**config.mk**
```make
export PLATFORM = sky130hd
export DESIGN_NAME = azd_cos_step
export DESIGN_NICKNAME = d
export VERILOG_FILES = /design/src/hdl/azd_pkg.sv /design/src/hdl/azd_cos_step.sv
export SDC_FILE = /design/constraint.sdc
export NUM_CORES = 2
export LEC_CHECK = 0
export ABC_AREA = 1
export BUFFER_PORTS_ARGS = -buffer_cell sky130_fd_sc_hd__clkbuf_2
export CELL_PAD_IN_SITES_DETAIL_PLACEMENT = 0
export CELL_PAD_IN_SITES_GLOBAL_PLACEMENT = 1
export CORE_MARGIN = 2
export CORE_UTILIZATION = 51
export CTS_BUF_LIST = sky130_fd_sc_hd__clkbuf_4
export DETAILED_ROUTE_END_ITERATION = 7
export PLACE_DENSITY_LB_ADDON = 0.15
export SYNTH_ARGS = -nofsm -noshare
export SYNTH_HDL_FRONTEND = slang
export SYNTH_SLANG_ARGS = --single-unit
```
**constraint.sdc**
```tcl
create_clock -name clock -period 11.4 [get_ports clock]
set_clock_uncertainty 0.15 [all_clocks]
set_input_delay 1.14 -clock clock [delete_from_list [all_inputs] [get_ports clock]]
set_output_delay 1.14 -clock clock [all_outputs]
set_load 0.1 [all_outputs]
```
**src/hdl/azd_pkg.sv**
```systemverilog
// Shared types and constants for the air mass pipeline.
// Depends on nothing; every other file in hdl uses it by scoped names.
`timescale 1ns / 1ps
package azd_pkg;

   localparam int FRAC_BITS_DEF    = 16;
   localparam int COSINE_STEPS_DEF = 16;

   localparam int Q         = 30;
   localparam int ANGLE_W   = 20;
   localparam int AIRMASS_W = 20;

   // internal widths, all Q30
   localparam int X_W     = 31;   // clamped angle, below 1.52 * 2^30
   localparam int SQ_W    = 32;   // angle squared, below 2.31 * 2^30
   localparam int COS_W   = 32;   // signed cosine, within [-1, 1]
   localparam int CZ_W    = 31;   // floored cosine, within [1/64, 1]
   localparam int REM_W   = 31;   // divider remainder, below the divisor
   localparam int SEC_W   = 37;   // secant, up to 64
   localparam int S_W     = 36;   // secant minus one
   localparam int T_W     = 28;   // C*s + B
   localparam int T2_W    = 34;   // s*(C*s + B)
   localparam int INNER_W = 31;   // A - s*(C*s + B), clamped at zero
   localparam int AM_W    = 37;   // air mass before rounding

   localparam longint unsigned ONE       = 64'd1 << Q;
   localparam longint unsigned PI_Q30    = 64'd3373259426;
   localparam longint unsigned ZMAX      = (64'd87 * PI_Q30 + 64'd90) / 64'd180;
   localparam longint unsigned COS_FLOOR = ONE / 64'd64;
   localparam longint unsigned COEF_A    = (64'd9981833 * ONE + 64'd5000000) / 64'd10000000;
   localparam longint unsigned COEF_B    = (64'd2875 * ONE + 64'd500000) / 64'd1000000;
   localparam longint unsigned COEF_C    = (64'd8083 * ONE + 64'd5000000) / 64'd10000000;
   localparam longint unsigned OUT_MAX   = (64'd1 << AIRMASS_W) - 64'd1;

   // 2^60 shifted down past the quotient bits that are always zero
   localparam longint unsigned REM_INIT  = 64'd1 << (2 * Q - SEC_W);

   typedef logic [X_W-1:0]          x_type;
   typedef logic [SQ_W-1:0]         sq_type;
   typedef logic signed [COS_W-1:0] cos_type;
   typedef logic [CZ_W-1:0]         cz_type;
   typedef logic [SEC_W-1:0]        sec_type;

endpackage

```
**src/hdl/azd_cos_step.sv**
```systemverilog
// One Horner step of the cosine series: c = 1 - trunc(x2*c / (d * 2^30)).
// Two register stages; the divide by d is an exact reciprocal multiply. Depends on azd_pkg.
`timescale 1ns / 1ps
module azd_cos_step #(
   parameter int K = 1
) (
   input  logic             clock,
   input  logic             reset,
   input  logic             en,
   input  logic             in_valid,
   input  azd_pkg::sq_type  x2_i,
   input  azd_pkg::cos_type c_i,
   output logic             out_valid,
   output azd_pkg::sq_type  x2_o,
   output azd_pkg::cos_type c_o
);
   localparam int N   = azd_pkg::SQ_W;
   localparam int D   = (2*K - 1) * (2*K);
   localparam int L   = $clog2(D);
   localparam longint unsigned M = ((64'd1 << (N + L)) + 64'(D) - 64'd1) / 64'(D);
   localparam int MW  = N + 1;
   localparam int PW  = N + MW;
   localparam int CW  = azd_pkg::COS_W + 2;

   logic [azd_pkg::COS_W-2:0]            cabs;
   logic [azd_pkg::SQ_W+azd_pkg::COS_W-2:0] p;
   logic [N-1:0]                         n_in, n_ff;
   logic                                 neg_ff;
   azd_pkg::sq_type                      x2a_ff, x2b_ff;
   logic [PW-1:0]                        prod;
   logic [N-1:0]                         q;
   logic signed [CW-1:0]                 cn;
   azd_pkg::cos_type                     c_in, c_ff;
   logic                                 v1_ff, v2_ff;

   always_comb begin
      cabs = c_i[azd_pkg::COS_W-1] ? (azd_pkg::COS_W-1)'(-c_i)
                                   : c_i[azd_pkg::COS_W-2:0];
      p    = ($bits(p))'(x2_i) * ($bits(p))'(cabs);
      n_in = p[azd_pkg::Q +: N];

      prod = PW'(n_ff) * PW'(M[MW-1:0]);
      q    = N'(prod >> (N + L));
      if (neg_ff) begin
         cn = CW'(azd_pkg::ONE) + $signed({2'b00, q});
      end else begin
         cn = CW'(azd_pkg::ONE) - $signed({2'b00, q});
      end
      // hold within [-1, 1]
      if (cn > $signed(CW'(azd_pkg::ONE))) begin
         c_in = azd_pkg::COS_W'(azd_pkg::ONE);
      end else if (cn < -$signed(CW'(azd_pkg::ONE))) begin
         c_in = -azd_pkg::COS_W'(azd_pkg::ONE);
      end else begin
         c_in = cn[azd_pkg::COS_W-1:0];
      end
   end

   always_ff @(posedge clock) begin
      if (reset) begin
         v1_ff <= 1'b0;
         v2_ff <= 1'b0;
      end else if (en) begin
         v1_ff <= in_valid;
         v2_ff <= v1_ff;
      end
   end

   always_ff @(posedge clock) begin
      if (en) begin
         n_ff   <= n_in;
         neg_ff <= c_i[azd_pkg::COS_W-1];
         x2a_ff <= x2_i;
         x2b_ff <= x2a_ff;
         c_ff   <= c_in;
      end
   end

   assign out_valid = v2_ff;
   assign x2_o      = x2b_ff;
   assign c_o       = c_ff;
endmodule

```
==> metrics.md <==
| Metric | Value |
|---|---|
| Cts repair resizes | 0 |
| Startpoint types | primary input |
| Final Hold Fails | 0 |
| Layout Utilization | 53.82% |
| Highest metal used | met5 |
| Count of different cell masters after synthesis | 49 |
| CP delay by family, top | adder cells |
| CP bufs+invs | 12 |
| Hold Crit Endpoint | x2_o[17]$_DFFE_PP_ |
| CTS tree | done |
| Num CTS Buffers | 17 |
| Hold Slack | 0.2492 ns |
| Synth area leaders | fa_1 45%, inv_1 11%, edfxtp_1 10%, nand2_1 9.2%, ha_1 8.2% |
| Initial DRC Count | 2764 |
| Post-synth ARST share | 0% |
| Area growth syn-to-layout | 4.883% |
| Mean Syn Cell Area | 8.311 µm² |
| Max Root-Sink Buffers | 2 |
| Clock-pin slew on the worst setup and hold paths | 0.22 ns |
| Crit path kind | in2reg |
| Antenna violations before repair | 6 |
| Vias/cell | 5.497 |
| Wire length on met2 | 58600 µm |
| Slowest library cell on the worst path | inv_1 |
| Row count | 100 |
| DR pass1 iterations | 6 |
| TNS Setup | 0 ns |
| RSZ-0062 raised after global routing | no |
| Synth top area share | 45.43% |
| I/O Buffers | 132 |
| Hold Startpoint | x2a_ff[17]$_DFFE_PP_ |
| Mapped cell area | 0.03807 mm² |
| Yosys top cell by area | fa_1 |
| M1 wire length | 53220 µm |
| Worst slew pin tran | 1.119 ns |
| Core area | 0.07420 mm² |
| Hold depth | 0 |
| Final critical-path setup slack | 1.472 ns |
| Maxcap violations | 0 |
| First-pass GRT wire length | 197700 µm |
| Net Count, Synth | 5763 |
| Worst Path Arrival | 10.26 ns |
| Most frequent cell after synthesis | inv_1 |
| Wire per inst | 23.36 µm |
| Metal3 WL | 11150 µm |
| Cells after Synth | 4581 |
| Setup crit end kind | flip-flop |
| Critical Path RT | 11.73 ns |
| Post-synth top cells | 1124 x inv_1, 934 x nand2_1, 864 x fa_1 |
| Final slew viol count | 0 |
| Largest net degree at the start of global routing | 78 |
| Worst r2r src | neg_ff$_DFFE_PP_ |
| Post-CTS setup buffer count | 0 |
| DIE WIDTH | 277.2 µm |
| Post-synth EDFFs | 128 |
| Count of state elements after synthesis | 130 |
| Seq/Total Area, Yosys | 10.20% |
| Slowest cell delay on critical path | 0.76 ns |
| Initial Util | 51.31% |
| F_max | 0.1007 GHz |
| Clk sinks | 130 |
| Post-DP HPWL | 102400 µm |
| Fin nets | 5795 |
| GRT Residual Overflow | 0 |
| Status | completed |
| Final setup fails | 0 |
| Gpl congestion | 1.004 |
| Vert. Die Dim | 277.2 µm |
| DRT Wirelength | 130800 µm |
| Pre-CTS setup slack | 0.9949 ns |
| HP Class | reg2reg |
| Tmin final | 9.928 ns |
| IO Pins | 133 |
| Die Area | 0.07685 mm² |
| Number of cells on the critical path | 41 |
| Most used cell, CP | nand2_1 |
| Htree depth | 4 |
| Cts hold-fix bufs | 0 |
| FF-to-FF End | c_o[7]$_SDFFCE_PP0P_ |
| Critical path peak fanout | 17 |
| Global-route usage over all layers | 35.17% |
| Slew HR | 25.32% |
| Worst reg2reg path depth | 12 |
| Antenna viol nets, final | 0 |
| R2R setup slack | 7.83 ns |
| Layout cell share with drive strength beyond 1 | 6.247% |
| Synth warnings | 0 |
| DRC errors left | 0 |
| Clk Tree Root Cell | clkbuf_4 |
| Vias | 30770 |
| Vias in the first global route | 31680 |
| Synth Flop Type | edfxtp_1 |
| Worst skew pair latency | 0.74 ns |
| Crit share post-route | 87.09% |
## worst max path at each step
stage / start / end / slack [ns]
floorplan: c_i[1] / n_ff[30]$_DFFE_PP_ / 2.77
global placement: c_i[0] / n_ff[29]$_DFFE_PP_ / 1.04
detailed placement: c_i[0] / n_ff[29]$_DFFE_PP_ / 0.99
CTS: c_i[0] / n_ff[29]$_DFFE_PP_ / 1.78
global route: c_i[0] / n_ff[30]$_DFFE_PP_ / 1.13
finish: c_i[0] / n_ff[29]$_DFFE_PP_ / 1.47
## cell families (layout without fill, tap and decap cells)
family / Yosys count / after routing / share of synthesized area (%)
other cells: 0 / 3 / 0
buf+inv: 1323 / 1368 / 13.35
fa+ha+maj: 1114 / 1114 / 53.65
compound gates: 255 / 255 / 3.756
flops: 130 / 130 / 10.20
xor+xnor: 39 / 39 / 0.8972
simple gates: 1720 / 1720 / 18.15
## area by class of cell
| type | count | area (µm²) |
|---|---|---|
| multi-input cells | 3128 | 29110 |
| repair buffers | 193 | 1125 |
| clock buffers | 18 | 135.1 |
| flip-flops and latches | 130 | 3884 |
| diodes | 3 | 7.507 |
| fillers | 7224 | 34260 |
| inverters | 1143 | 4293 |
| clock inverters | 14 | 170.2 |
| well taps | 969 | 1212 |
## registers in the layout, summed over array words and instances (netlist names)
| register | flops |
|---|---|
| x2_o | 32 |
| c_o | 32 |
| x2a_ff | 32 |
| n_ff | 31 |
| out_valid | 1 |
| v1_ff | 1 |
| neg_ff | 1 |
## per-stage QoR
step | instance area (µm²) | instances
6_report | 39930 | 5598
3_5_place_dp | 39620 | 5563
3_3_place_gp | 39620 | 5563
2_1_floorplan | 38070 | 4581
4_1_cts | 39920 | 5595
5_1_grt | 39930 | 5597
## placed cells by master (no fill, tap or decap), drive strengths merged, types with 12 or more instances in the layout
| cell type | n |
|---|---|
| nand3 | 97 |
| buf | 62 |
| o21ai | 67 |
| fa | 864 |
| nand2 | 949 |
| nor3 | 23 |
| a21oi | 125 |
| xnor2 | 12 |
| edfxtp | 128 |
| clkbuf | 149 |
| ha | 250 |
| o21bai | 13 |
| inv | 1143 |
| nand3b | 14 |
| nand4 | 15 |
| nor2 | 606 |
| xor2 | 27 |
## metal layers
metal  global-route usage, %  vias to the layer above
met5                       0                        -
met4                   17.54                        6
met3                   6.749                      326
met2                   54.49                     1366
met1                   47.54                    15680
li1                        -                    13390
Power is left out: the tool's default activity adds up to more than one toggle a clock period on the data nets, which glitch-free logic cannot reach.
