### src/hdl/azd_pkg.sv
// Shared types and constants for the air mass pipeline.
// Depends on nothing; every other file in hdl uses it by scoped names.
`timescale 1ns / 1ps
package azd_pkg;

   localparam int FRAC_BITS_DEF    = 16;
   localparam int COSINE_STEPS_DEF = 16;

   localparam int Q         = 30;
   localparam int ANGLE_W   = 20;
   localparam int AIRMASS_W = 20;

   // internal widths, all Q30
   localparam int X_W     = 31;   // clamped angle, below 1.52 * 2^30
   localparam int SQ_W    = 32;   // angle squared, below 2.31 * 2^30
   localparam int COS_W   = 32;   // signed cosine, within [-1, 1]
   localparam int CZ_W    = 31;   // floored cosine, within [1/64, 1]
   localparam int REM_W   = 31;   // divider remainder, below the divisor
   localparam int SEC_W   = 37;   // secant, up to 64
   localparam int S_W     = 36;   // secant minus one
   localparam int T_W     = 28;   // C*s + B
   localparam int T2_W    = 34;   // s*(C*s + B)
   localparam int INNER_W = 31;   // A - s*(C*s + B), clamped at zero
   localparam int AM_W    = 37;   // air mass before rounding

   localparam longint unsigned ONE       = 64'd1 << Q;
   localparam longint unsigned PI_Q30    = 64'd3373259426;
   localparam longint unsigned ZMAX      = (64'd87 * PI_Q30 + 64'd90) / 64'd180;
   localparam longint unsigned COS_FLOOR = ONE / 64'd64;
   localparam longint unsigned COEF_A    = (64'd9981833 * ONE + 64'd5000000) / 64'd10000000;
   localparam longint unsigned COEF_B    = (64'd2875 * ONE + 64'd500000) / 64'd1000000;
   localparam longint unsigned COEF_C    = (64'd8083 * ONE + 64'd5000000) / 64'd10000000;
   localparam longint unsigned OUT_MAX   = (64'd1 << AIRMASS_W) - 64'd1;

   // 2^60 shifted down past the quotient bits that are always zero
   localparam longint unsigned REM_INIT  = 64'd1 << (2 * Q - SEC_W);

   typedef logic [X_W-1:0]          x_type;
   typedef logic [SQ_W-1:0]         sq_type;
   typedef logic signed [COS_W-1:0] cos_type;
   typedef logic [CZ_W-1:0]         cz_type;
   typedef logic [SEC_W-1:0]        sec_type;

endpackage

### src/hdl/azd_front.sv
// Front end: angle magnitude, clamp at 87 degrees, then the square.
// Two register stages. Depends on azd_pkg.
`timescale 1ns / 1ps
module azd_front #(
   parameter int FRAC_BITS = azd_pkg::FRAC_BITS_DEF
) (
   input  logic                                 clock,
   input  logic                                 reset,
   input  logic                                 en,
   input  logic                                 in_valid,
   input  logic signed [azd_pkg::ANGLE_W-1:0]   angle,
   output logic                                 out_valid,
   output azd_pkg::sq_type                      x2
);
   localparam int SHIFT = azd_pkg::Q - FRAC_BITS;
   localparam int WIDE  = azd_pkg::ANGLE_W + SHIFT;

   logic [azd_pkg::ANGLE_W-1:0] mag;
   logic [WIDE-1:0]             x_wide;
   azd_pkg::x_type              x_in, x_ff;
   azd_pkg::sq_type             x2_in, x2_ff;
   logic [2*azd_pkg::X_W-1:0]   sq;
   logic                        v1_ff, v2_ff;

   always_comb begin
      mag    = angle[azd_pkg::ANGLE_W-1] ? (azd_pkg::ANGLE_W'(0) - angle) : angle;
      x_wide = WIDE'(mag) << SHIFT;
      if (64'(x_wide) > azd_pkg::ZMAX) begin
         x_in = azd_pkg::X_W'(azd_pkg::ZMAX);
      end else begin
         x_in = x_wide[azd_pkg::X_W-1:0];
      end
      sq    = (2*azd_pkg::X_W)'(x_ff) * (2*azd_pkg::X_W)'(x_ff);
      x2_in = sq[azd_pkg::Q +: azd_pkg::SQ_W];
   end

   always_ff @(posedge clock) begin
      if (reset) begin
         v1_ff <= 1'b0;
         v2_ff <= 1'b0;
      end else if (en) begin
         v1_ff <= in_valid;
         v2_ff <= v1_ff;
      end
   end

   always_ff @(posedge clock) begin
      if (en) begin
         x_ff  <= x_in;
         x2_ff <= x2_in;
      end
   end

   assign out_valid = v2_ff;
   assign x2        = x2_ff;
endmodule

### config.mk
export PLATFORM = sky130hd
export DESIGN_NAME = azd_front
export DESIGN_NICKNAME = d
export VERILOG_FILES = /design/src/hdl/azd_pkg.sv /design/src/hdl/azd_front.sv
export SDC_FILE = /design/constraint.sdc
export NUM_CORES = 1
export LEC_CHECK = 0
export BUFFER_PORTS_ARGS = -buffer_cell sky130_fd_sc_hd__buf_2
export CAP_MARGIN = 20
export CORE_UTILIZATION = 35
export CTS_CLUSTER_SIZE = 14
export DETAILED_ROUTE_END_ITERATION = 8
export HOLD_SLACK_MARGIN = 0.15
export SYNTH_ARGS = -nofsm -noshare
export SYNTH_HDL_FRONTEND = slang
export SYNTH_SLANG_ARGS = --single-unit
### constraint.sdc
create_clock -name clock -period 8.11 [get_ports clock]
set_clock_uncertainty 0.05 [all_clocks]
set_input_delay 1.622 -clock clock [delete_from_list [all_inputs] [get_ports clock]]
set_output_delay 1.622 -clock clock [all_outputs]
set_load 0.02 [all_outputs]
==> impl_metrics.ini, run 1 <==
[global_route]
grtUsageTotal_pct = 15.6
grt_pass1_vias = 11500
grt_max_degree = 53
top_usage_layer = met2
grt.met3_usage_pct = 1.99
use_met2_pct = 27.5
grtUsageMet1_pct = 20.4
grt_pass1_wl_um = 57100
grt-ovfl-total = 0
antenna_found_initial = 0

[synthesis]
ys_types = 63
synth_ff_type = edfxtp_1
async_reset_ff_share_pct = 0
synthCells = 1618
synthTopCellsByArea = fa_1 37%, ha_1 22%, inv_1 11%, edfxtp_1 9.5%, and2_1 2.9%
ys_ff_latch = 52
ys_seq_area_share_pct = 9.79
netlist_area_um2 = 15800
synth_fp_nets = 2215
synth_top_area_share_pct = 37.5
synth_warnings = 0
synth.avg_cell_area_um2 = 9.73
synth_edf_count = 50
synth.largest_area_cell = fa_1

[sta]
hold_violations = 0
relSlewSlack_pct = 45.9
fin_crit_ns = 7.70
slew_violations = 0
setup_viol = 0
worst_pin_slew_ns = 0.802
max_freq_mhz = 130
fin_setup_tns_ns = 0
fin_crit_sh_pct = 95.0
grt_setup_unrepaired = false

[floorplan]
die_w_um = 214
fp.coreArea_um2 = 44300
ios = 57
start_util_pct = 35.5
fp.dieH_um = 214
fp.dieArea_um2 = 45900
core.rowCount = 77

[drt]
drc_errors = 0
vias_per_cell = 4.72
drtPass1Iterations = 5
routedWlPerCell_um = 15.0
drt_iter0_drc = 476
vias = 10800
ant_nets = 0
routed_wl_um = 34200

[clocking]
clock_latency_ns = 0.32
clockBufferDepth = 2
cts_root_buffer = clkbuf_16
clock_sinks = 52
htreeDepth = 2
numCtsBuffers = 5
cts_tree = done
clk_pin_slew_worst_paths_ns = 0.08

[setup_path]
r2r_slack_ns = 0.41
crit_buf_inv = 5
critPathCaptureType = flop
r2r_cells = 23
required_ns = 8.14
r2r-start = x_ff[27]
critPathLaunchType = flop
cp.arrival_ns = 7.73
critical_path_class = reg2reg
crit_family = adder cells
path_cells = nand2_1 > inv_1 > ha_1 > ha_1 > ha_1 > inv_1 > fa_1 > fa_1 > fa_1 > inv_1 > fa_1 > inv_1 > fa_1 > inv_1 > ha_1 > a21oi_1 > o21ai_0 > a211oi_1 > nor3_1 > o41a_1 > a21oi_1 > o21ai_0 > xnor2_1
rr_endpoint = x2[24]
cp_slowest_stage_delay_ns = 0.86
cp_max_fo = 16
critPathSlowestCell = edfxtp_1

[final_layout]
multi_input_area_um2 = 12300
final_cell_mix = 460 x inv_1, 295 x fa_1, 278 x ha_1
fill_cells = 4443
seq_area_um2 = 1540
areaGrowthSynthToFinish_pct = 8.73
drive_above_1_share_pct = 6.70
antenna_cells = 0
final_common_cell = inv_1
nNetsFinal = 2283

[min_path]
holdPathStages = 2
holdPathEnd = out_valid
hold_class = reg2reg
hold_start = out_valid

[placed_design]
port_buffers = 56
place_congestion = 0.921
hpwl_um = 29600

[run]
max-cap-violations = 0

[outcome]
status = completed
==> registers in the layout, indices dropped and copies added, names as in the netlist <==
name and cells:
x2 32, x_ff 18, out_valid 1, v1_ff 1
==> worst max path at each step <==
stage,from,to,slack [ns],depth (start not counted)
after global placement,x_ff[29],x2[31],0.50,23
after detailed placement,x_ff[29],x2[24],0.31,23
final,x_ff[27],x2[24],0.41,23
after CTS,x_ff[29],x2[24],0.31,23
after global routing,x_ff[4],x2[24],0.05,23
after floorplan,x_ff[4],x2[24],1.06,25
==> repair_timing <==
action                                  4_1_cts  5_1_grt
hold buffers                                  0        0
buffers inserted                              0       20
gates resized for setup                       0        0
endpoints found under the setup margin        0        3
==> per-layer routing <==
| metal | vias up | part of all wire (%) |
|---|---|---|
| met1 | 5402 | 44 |
| met4 | 0 | 1.4 |
| li1 | 5132 | - |
| met3 | 24 | 3.5 |
| met2 | 195 | 51 |
| met5 | - | 0 |
==> worst register-to-register path, cell delays in order (launching register included) <==
cell and delay, ns:
edfxtp_1 0.86, nand2_1 0.20, inv_1 0.29, ha_1 0.27, ha_1 0.25, ha_1 0.28, inv_1 0.05, fa_1 0.49
fa_1 0.44, fa_1 0.49, inv_1 0.05, fa_1 0.47, inv_1 0.05, fa_1 0.50, inv_1 0.04, ha_1 0.31
a21oi_1 0.15, o21ai_0 0.13, a211oi_1 0.53, nor3_1 0.28, o41a_1 0.52, a21oi_1 0.40, o21ai_0 0.20, xnor2_1 0.16
==> stage by stage <==
step	setup WS [ns]	area, um^2	util [%]	std cells	hold slack [ns]
floorplan	1.06	15800	-	1618	0.410
detailed placement	0.314	16800	37.9	2251	0.439
global placement	0.495	16800	37.9	2251	0.424
finish	0.408	17100	38.6	2278	0.453
CTS	0.315	17000	38.3	2258	0.460
global route	0.0503	17100	38.6	2278	0.505
==> Yosys cell counts (17+ instances only) <==
cell and count:
edfxtp_1 50, fa_1 295, inv_1 460, o21ai_0 25, xnor2_1 28, clkbuf_1 32, a21oi_1 45, nor2_1 44
and2_1 72, nand2_1 103, xor2_1 27, ha_1 278, a21o_1 17
==> final cells by class <==
type	instances	share of cell area [%]
Clock buffer	5	0.731
Clock inverter	2	0.351
Inverter	460	10.1
Multi-Input combinational cell	1070	72.0
Sequential cell	52	9.00
Tap cell	592	4.33
Timing Repair Buffer	97	3.51
==> kinds of logic after synthesis <==
| logic type | count (synthesis) | synth area share, % |
|---|---|---|
| compound gates | 137 | 5.55 |
| xor+xnor | 55 | 3.06 |
| fa+ha+maj | 573 | 59.6 |
| buf+inv | 496 | 11.9 |
| flops | 52 | 9.79 |
| mux | 7 | 0.461 |
| simple gates | 298 | 9.64 |
Power of run 1 is left out: the tool's default activity adds up to more than one toggle a clock period on the data nets, which glitch-free logic cannot reach.
==> run 2, diff against run 1 <==
--- a/config.mk
+++ b/config.mk
@@ -5,11 +5,11 @@
 export SDC_FILE = /design/constraint.sdc
 export NUM_CORES = 1
 export LEC_CHECK = 0
-export BUFFER_PORTS_ARGS = -buffer_cell sky130_fd_sc_hd__buf_2
 export CAP_MARGIN = 20
 export CORE_UTILIZATION = 35
 export CTS_CLUSTER_SIZE = 14
 export DETAILED_ROUTE_END_ITERATION = 8
+export DONT_BUFFER_PORTS = 1
 export HOLD_SLACK_MARGIN = 0.15
 export SYNTH_ARGS = -nofsm -noshare
 export SYNTH_HDL_FRONTEND = slang
==> run 2 against run 1 <==
Effect of this change:
- critical path depth increased by 1
- fmax rose by 1.5%
- worst setup slack improved by 0.12 ns
- via count down 1.6%
- register-to-register slack gained 0.12 ns
==> impl_metrics.ini, run 2 (synthesized netlist as in run 1, its figures left out) <==
[clocking]
numCtsBuffers = 5
cts_tree = done
cts_resized = 0
clk_pin_slew_worst_paths_ns = 0.09
post_cts_buffers = 0
clock_latency_ns = 0.34
ctsHoldBuffers = 0
htreeDepth = 2
clockBufferDepth = 2
clock_sinks = 52
cts_root_buffer = clkbuf_16

[setup_path]
required_ns = 8.14
critPathCaptureType = flop
cp_max_fo = 9
critical_path_class = reg2reg
critPathLaunchType = flop
crit_path_frequent_cell = fa_1
cp.arrival_ns = 7.62
cp_slowest_stage_delay_ns = 0.61
r2r_cells = 24
path_cells = and2_1 > inv_1 > fa_1 > inv_1 > fa_1 > fa_1 > inv_1 > fa_1 > inv_1 > fa_1 > inv_1 > fa_1 > inv_1 > fa_1 > ha_1 > ha_1 > nand2_1 > o21ai_0 > a221oi_1 > o21bai_1 > o41a_1 > a21oi_1 > o21ai_0 > xnor2_1
critPathSlowestCell = edfxtp_1

[placed_design]
hpwl_um = 30000
port_buffers = 0
place_congestion = 0.909

[min_path]
hold_class = reg2reg
holdPathStages = 2

[drt]
drt_iter0_drc = 536
drc_errors = 0
ant_nets = 0
routed_wl_um = 34800
vias = 10600
routedWlPerCell_um = 15.7
drtPass1Iterations = 5
vias_per_cell = 4.78

[global_route]
grt_pass1_vias = 11300
grt_max_degree = 53
grt_pass1_wl_um = 57400
grt-ovfl-total = 0
antenna_found_initial = 0
grtUsageTotal_pct = 15.7

[floorplan]
start_util_pct = 35.5
fp.dieArea_um2 = 45900
ios = 57
fp.coreArea_um2 = 44300
fp.dieH_um = 214
core.rowCount = 77
die_w_um = 214

[sta]
slew_violations = 0
fin_crit_sh_pct = 93.5
grt_setup_unrepaired = false
hold_violations = 0
setup_viol = 0
fin_crit_ns = 7.59
fin_setup_tns_ns = 0
max_freq_mhz = 132
worst_pin_slew_ns = 0.841
relSlewSlack_pct = 43.9

[final_layout]
final_cell_mix = 460 x inv_1, 295 x fa_1, 278 x ha_1
multi_input_area_um2 = 12300
seq_area_um2 = 1540
areaGrowthSynthToFinish_pct = 6.11
final_common_cell = inv_1
drive_above_1_share_pct = 2.90
antenna_cells = 0
nNetsFinal = 2216
fill_cells = 4480
largest_reg_flops = 32

[outcome]
status = completed

[run]
max-cap-violations = 0
-- run 2: final cells by class --
type                    count  area share [%]
clock inverters             3           0.135
repair buffers             30            1.35
clock buffers               5           0.749
multi-input cells        1070            73.8
inverters                 460            10.3
well taps                 592            4.43
flip-flops and latches     52            9.22
-- run 2: path summary, 6_finish.rpt --
| check | endpoint | slack, ns | start |
|---|---|---|---|
| setup reg to reg | x2[24] | 0.52 | x_ff[15] |
| hold / removal | out_valid | 0.46 | v1_ff |
| hold reg to reg | out_valid | 0.46 | v1_ff |
| setup / recovery | x2[24] | 0.52 | x_ff[15] |
-- run 2: metrics by stage --
step	setup WS (ns)	instances	utilization [%]	area [um^2]	hold slack (ns)
finish	0.524	2212	37.7	16700	0.461
global placement	0.533	2201	37.3	16500	0.429
floorplan	1.06	1618	-	15800	0.410
global route	0.0683	2212	37.7	16700	0.486
detailed placement	0.439	2201	37.3	16500	0.447
CTS	0.424	2209	37.7	16700	0.464
-- run 2: critical path: cells and delay by family, from the launching register on --
family	cells	cell delay, ns
adder cells (fa/ha/maj)	9	3.96
AO/OA/AOI/OAI	6	1.92
flip-flops	1	0.61
buffers and inverters	6	0.37
AND/OR/NAND/NOR	2	0.30
XOR/XNOR	1	0.15
-- run 2: layer usage --
metal	GRT usage (%)	vias up	part of all wire, %
met3	2.20	37	3.7
met1	20.3	5334	44
met4	3.40	0	1.7
met2	27.8	213	51
met5	0	-	0
li1	-	4996	-
Power of run 2 is left out for the same reason.
==> run 3, diff against run 2 <==
--- a/config.mk
+++ b/config.mk
@@ -5,6 +5,7 @@
 export SDC_FILE = /design/constraint.sdc
 export NUM_CORES = 1
 export LEC_CHECK = 0
+export ABC_AREA = 1
 export CAP_MARGIN = 20
 export CORE_UTILIZATION = 35
 export CTS_CLUSTER_SIZE = 14
==> run 3 against run 2 <==
Effect of this change:
- register-to-register slack better by 0.28 ns
- non-clock buffer count is 23 lower
- worst setup slack better by 0.28 ns
- routed wire length is 17% higher
- first-iteration DRC count is 33% higher
- hold slack worse by 0.057 ns
==> impl_metrics.ini, run 3 <==
[drt]
routed_wl_um = 40600
drc_errors = 0
drt_iter0_drc = 712
ant_nets = 0
vias = 12300
drtPass1Iterations = 5
vias_per_cell = 4.68
routedWlPerCell_um = 15.5

[synthesis]
synthCells = 2029
synth.avg_cell_area_um2 = 8.36
yosys-top-cells-count = 605 x inv_1, 333 x nand2_1, 295 x fa_1, 278 x ha_1, 109 x nor2_1
netlist_area_um2 = 17000
synth_ff_type = edfxtp_1
synth.largest_area_cell = fa_1
ys_types = 45
ys_ff_latch = 52
async_reset_ff_share_pct = 0
synthTopCellsByArea = fa_1 35%, ha_1 20%, inv_1 13%, edfxtp_1 8.8%, nand2_1 7.4%
yosysMostFrequentCell = inv_1
ys_seq_area_share_pct = 9.08
synth_edf_count = 50
synth_warnings = 0
synth_fp_nets = 2626
synth_top_area_share_pct = 34.8

[global_route]
grtUsageTotal_pct = 17.4
grt_pass1_vias = 13300
grt-ovfl-total = 0
grt_max_degree = 54
grt_pass1_wl_um = 67700
antenna_found_initial = 0

[floorplan]
fp.coreArea_um2 = 47700
ios = 57
die_w_um = 222
core.rowCount = 80
fp.dieArea_um2 = 49400
start_util_pct = 35.5
fp.dieH_um = 222

[min_path]
hold_class = reg2reg

[setup_path]
cp.arrival_ns = 7.36
critPathLaunchType = flop
required_ns = 8.16
critical_path_class = reg2reg
critPathCaptureType = flop
cp_max_fo = 20

[final_layout]
antenna_cells = 0
final_common_cell = inv_1
areaGrowthSynthToFinish_pct = 4.89
drive_above_1_share_pct = 2.54
final_cell_mix = 605 x inv_1, 333 x nand2_1, 295 x fa_1
largest_reg_flops = 32
nNetsFinal = 2600

[sta]
hold_violations = 0
worst_pin_slew_ns = 1.09
fin_crit_sh_pct = 90.1
setup_viol = 0
max_freq_mhz = 137
grt_setup_unrepaired = false
relSlewSlack_pct = 27.4
fin_setup_tns_ns = 0
slew_violations = 0
fin_crit_ns = 7.31

[clocking]
cts_root_buffer = clkbuf_16
ctsHoldBuffers = 0
htreeDepth = 2
post_cts_buffers = 0
clock_sinks = 52
cts_resized = 0
clk_pin_slew_worst_paths_ns = 0.08
numCtsBuffers = 5
cts_tree = done
clockBufferDepth = 2
clock_latency_ns = 0.32

[placed_design]
hpwl_um = 35600
port_buffers = 0
place_congestion = 0.896

[outcome]
status = completed

[run]
max-cap-violations = 0
## run 3: path summary, 6_finish.rpt
check | from | end | slack [ns] | cells past startpoint
worst min register to register | v1_ff | out_valid | 0.40 | 2
worst max-delay path | x_ff[4] | x2[23] | 0.80 | 22
worst max register to register | x_ff[4] | x2[23] | 0.80 | 22
worst min-delay path | v1_ff | out_valid | 0.40 | 2
## run 3: layout make-up
| class | count | area [um^2] |
|---|---|---|
| clock inverter | 3 | 42.5 |
| clock buffer | 5 | 125 |
| sequential | 52 | 1540 |
| fill | 4877 | 29900 |
| multi-input combinational | 1326 | 13000 |
| timing repair buffer | 7 | 52.6 |
| inverter | 611 | 2290 |
| tap | 615 | 769 |
## run 3: logic make-up (layout without fill, tap and decap cells)
logic type | after synthesis | after routing | share of synthesized area, %
AO/OA/AOI/OAI | 155 | 155 | 5.19
XOR/XNOR | 46 | 46 | 2.37
adder cells (fa/ha/maj) | 573 | 573 | 55.3
buffers and inverters | 651 | 626 | 14.5
flip-flops | 52 | 52 | 9.08
AND/OR/NAND/NOR | 552 | 552 | 13.6
## run 3: routing by layer
metal	vias up	wire length, um	GRT usage, %
met3	46	1930	2.74
met5	-	0	0
met4	0	877	4.32
li1	5996	-	-
met1	5955	18200	22.8
met2	265	19600	29.7
## run 3: metrics by stage
stage	area, um^2	setup WS [ns]	hold WS, ns	utilization, %	cells
after floorplan	17000	1.73	0.380	-	2029
after global placement	17600	0.654	0.385	36.9	2611
after detailed placement	17600	0.767	0.392	36.9	2611
after CTS	17800	0.709	0.404	37.3	2619
after global routing	17800	0.305	0.452	37.3	2619
final	17800	0.799	0.403	37.3	2619
## run 3: worst max-delay path, stage by stage (launching register included)
cell and delay [ns]:
edfxtp_1 0.92, nand2_1 0.43, inv_1 0.36, ha_1 0.27, inv_1 0.08, fa_1 0.53
inv_1 0.04, ha_1 0.27, inv_1 0.05, fa_1 0.45, fa_1 0.49, inv_1 0.06
fa_1 0.50, fa_1 0.44, fa_1 0.48, ha_1 0.36, a21oi_1 0.19, o21ai_0 0.18
a21oi_1 0.28, nand2_1 0.11, nand2_1 0.07, nand3_1 0.12, xor2_1 0.35
Power of run 3 is left out for the same reason.
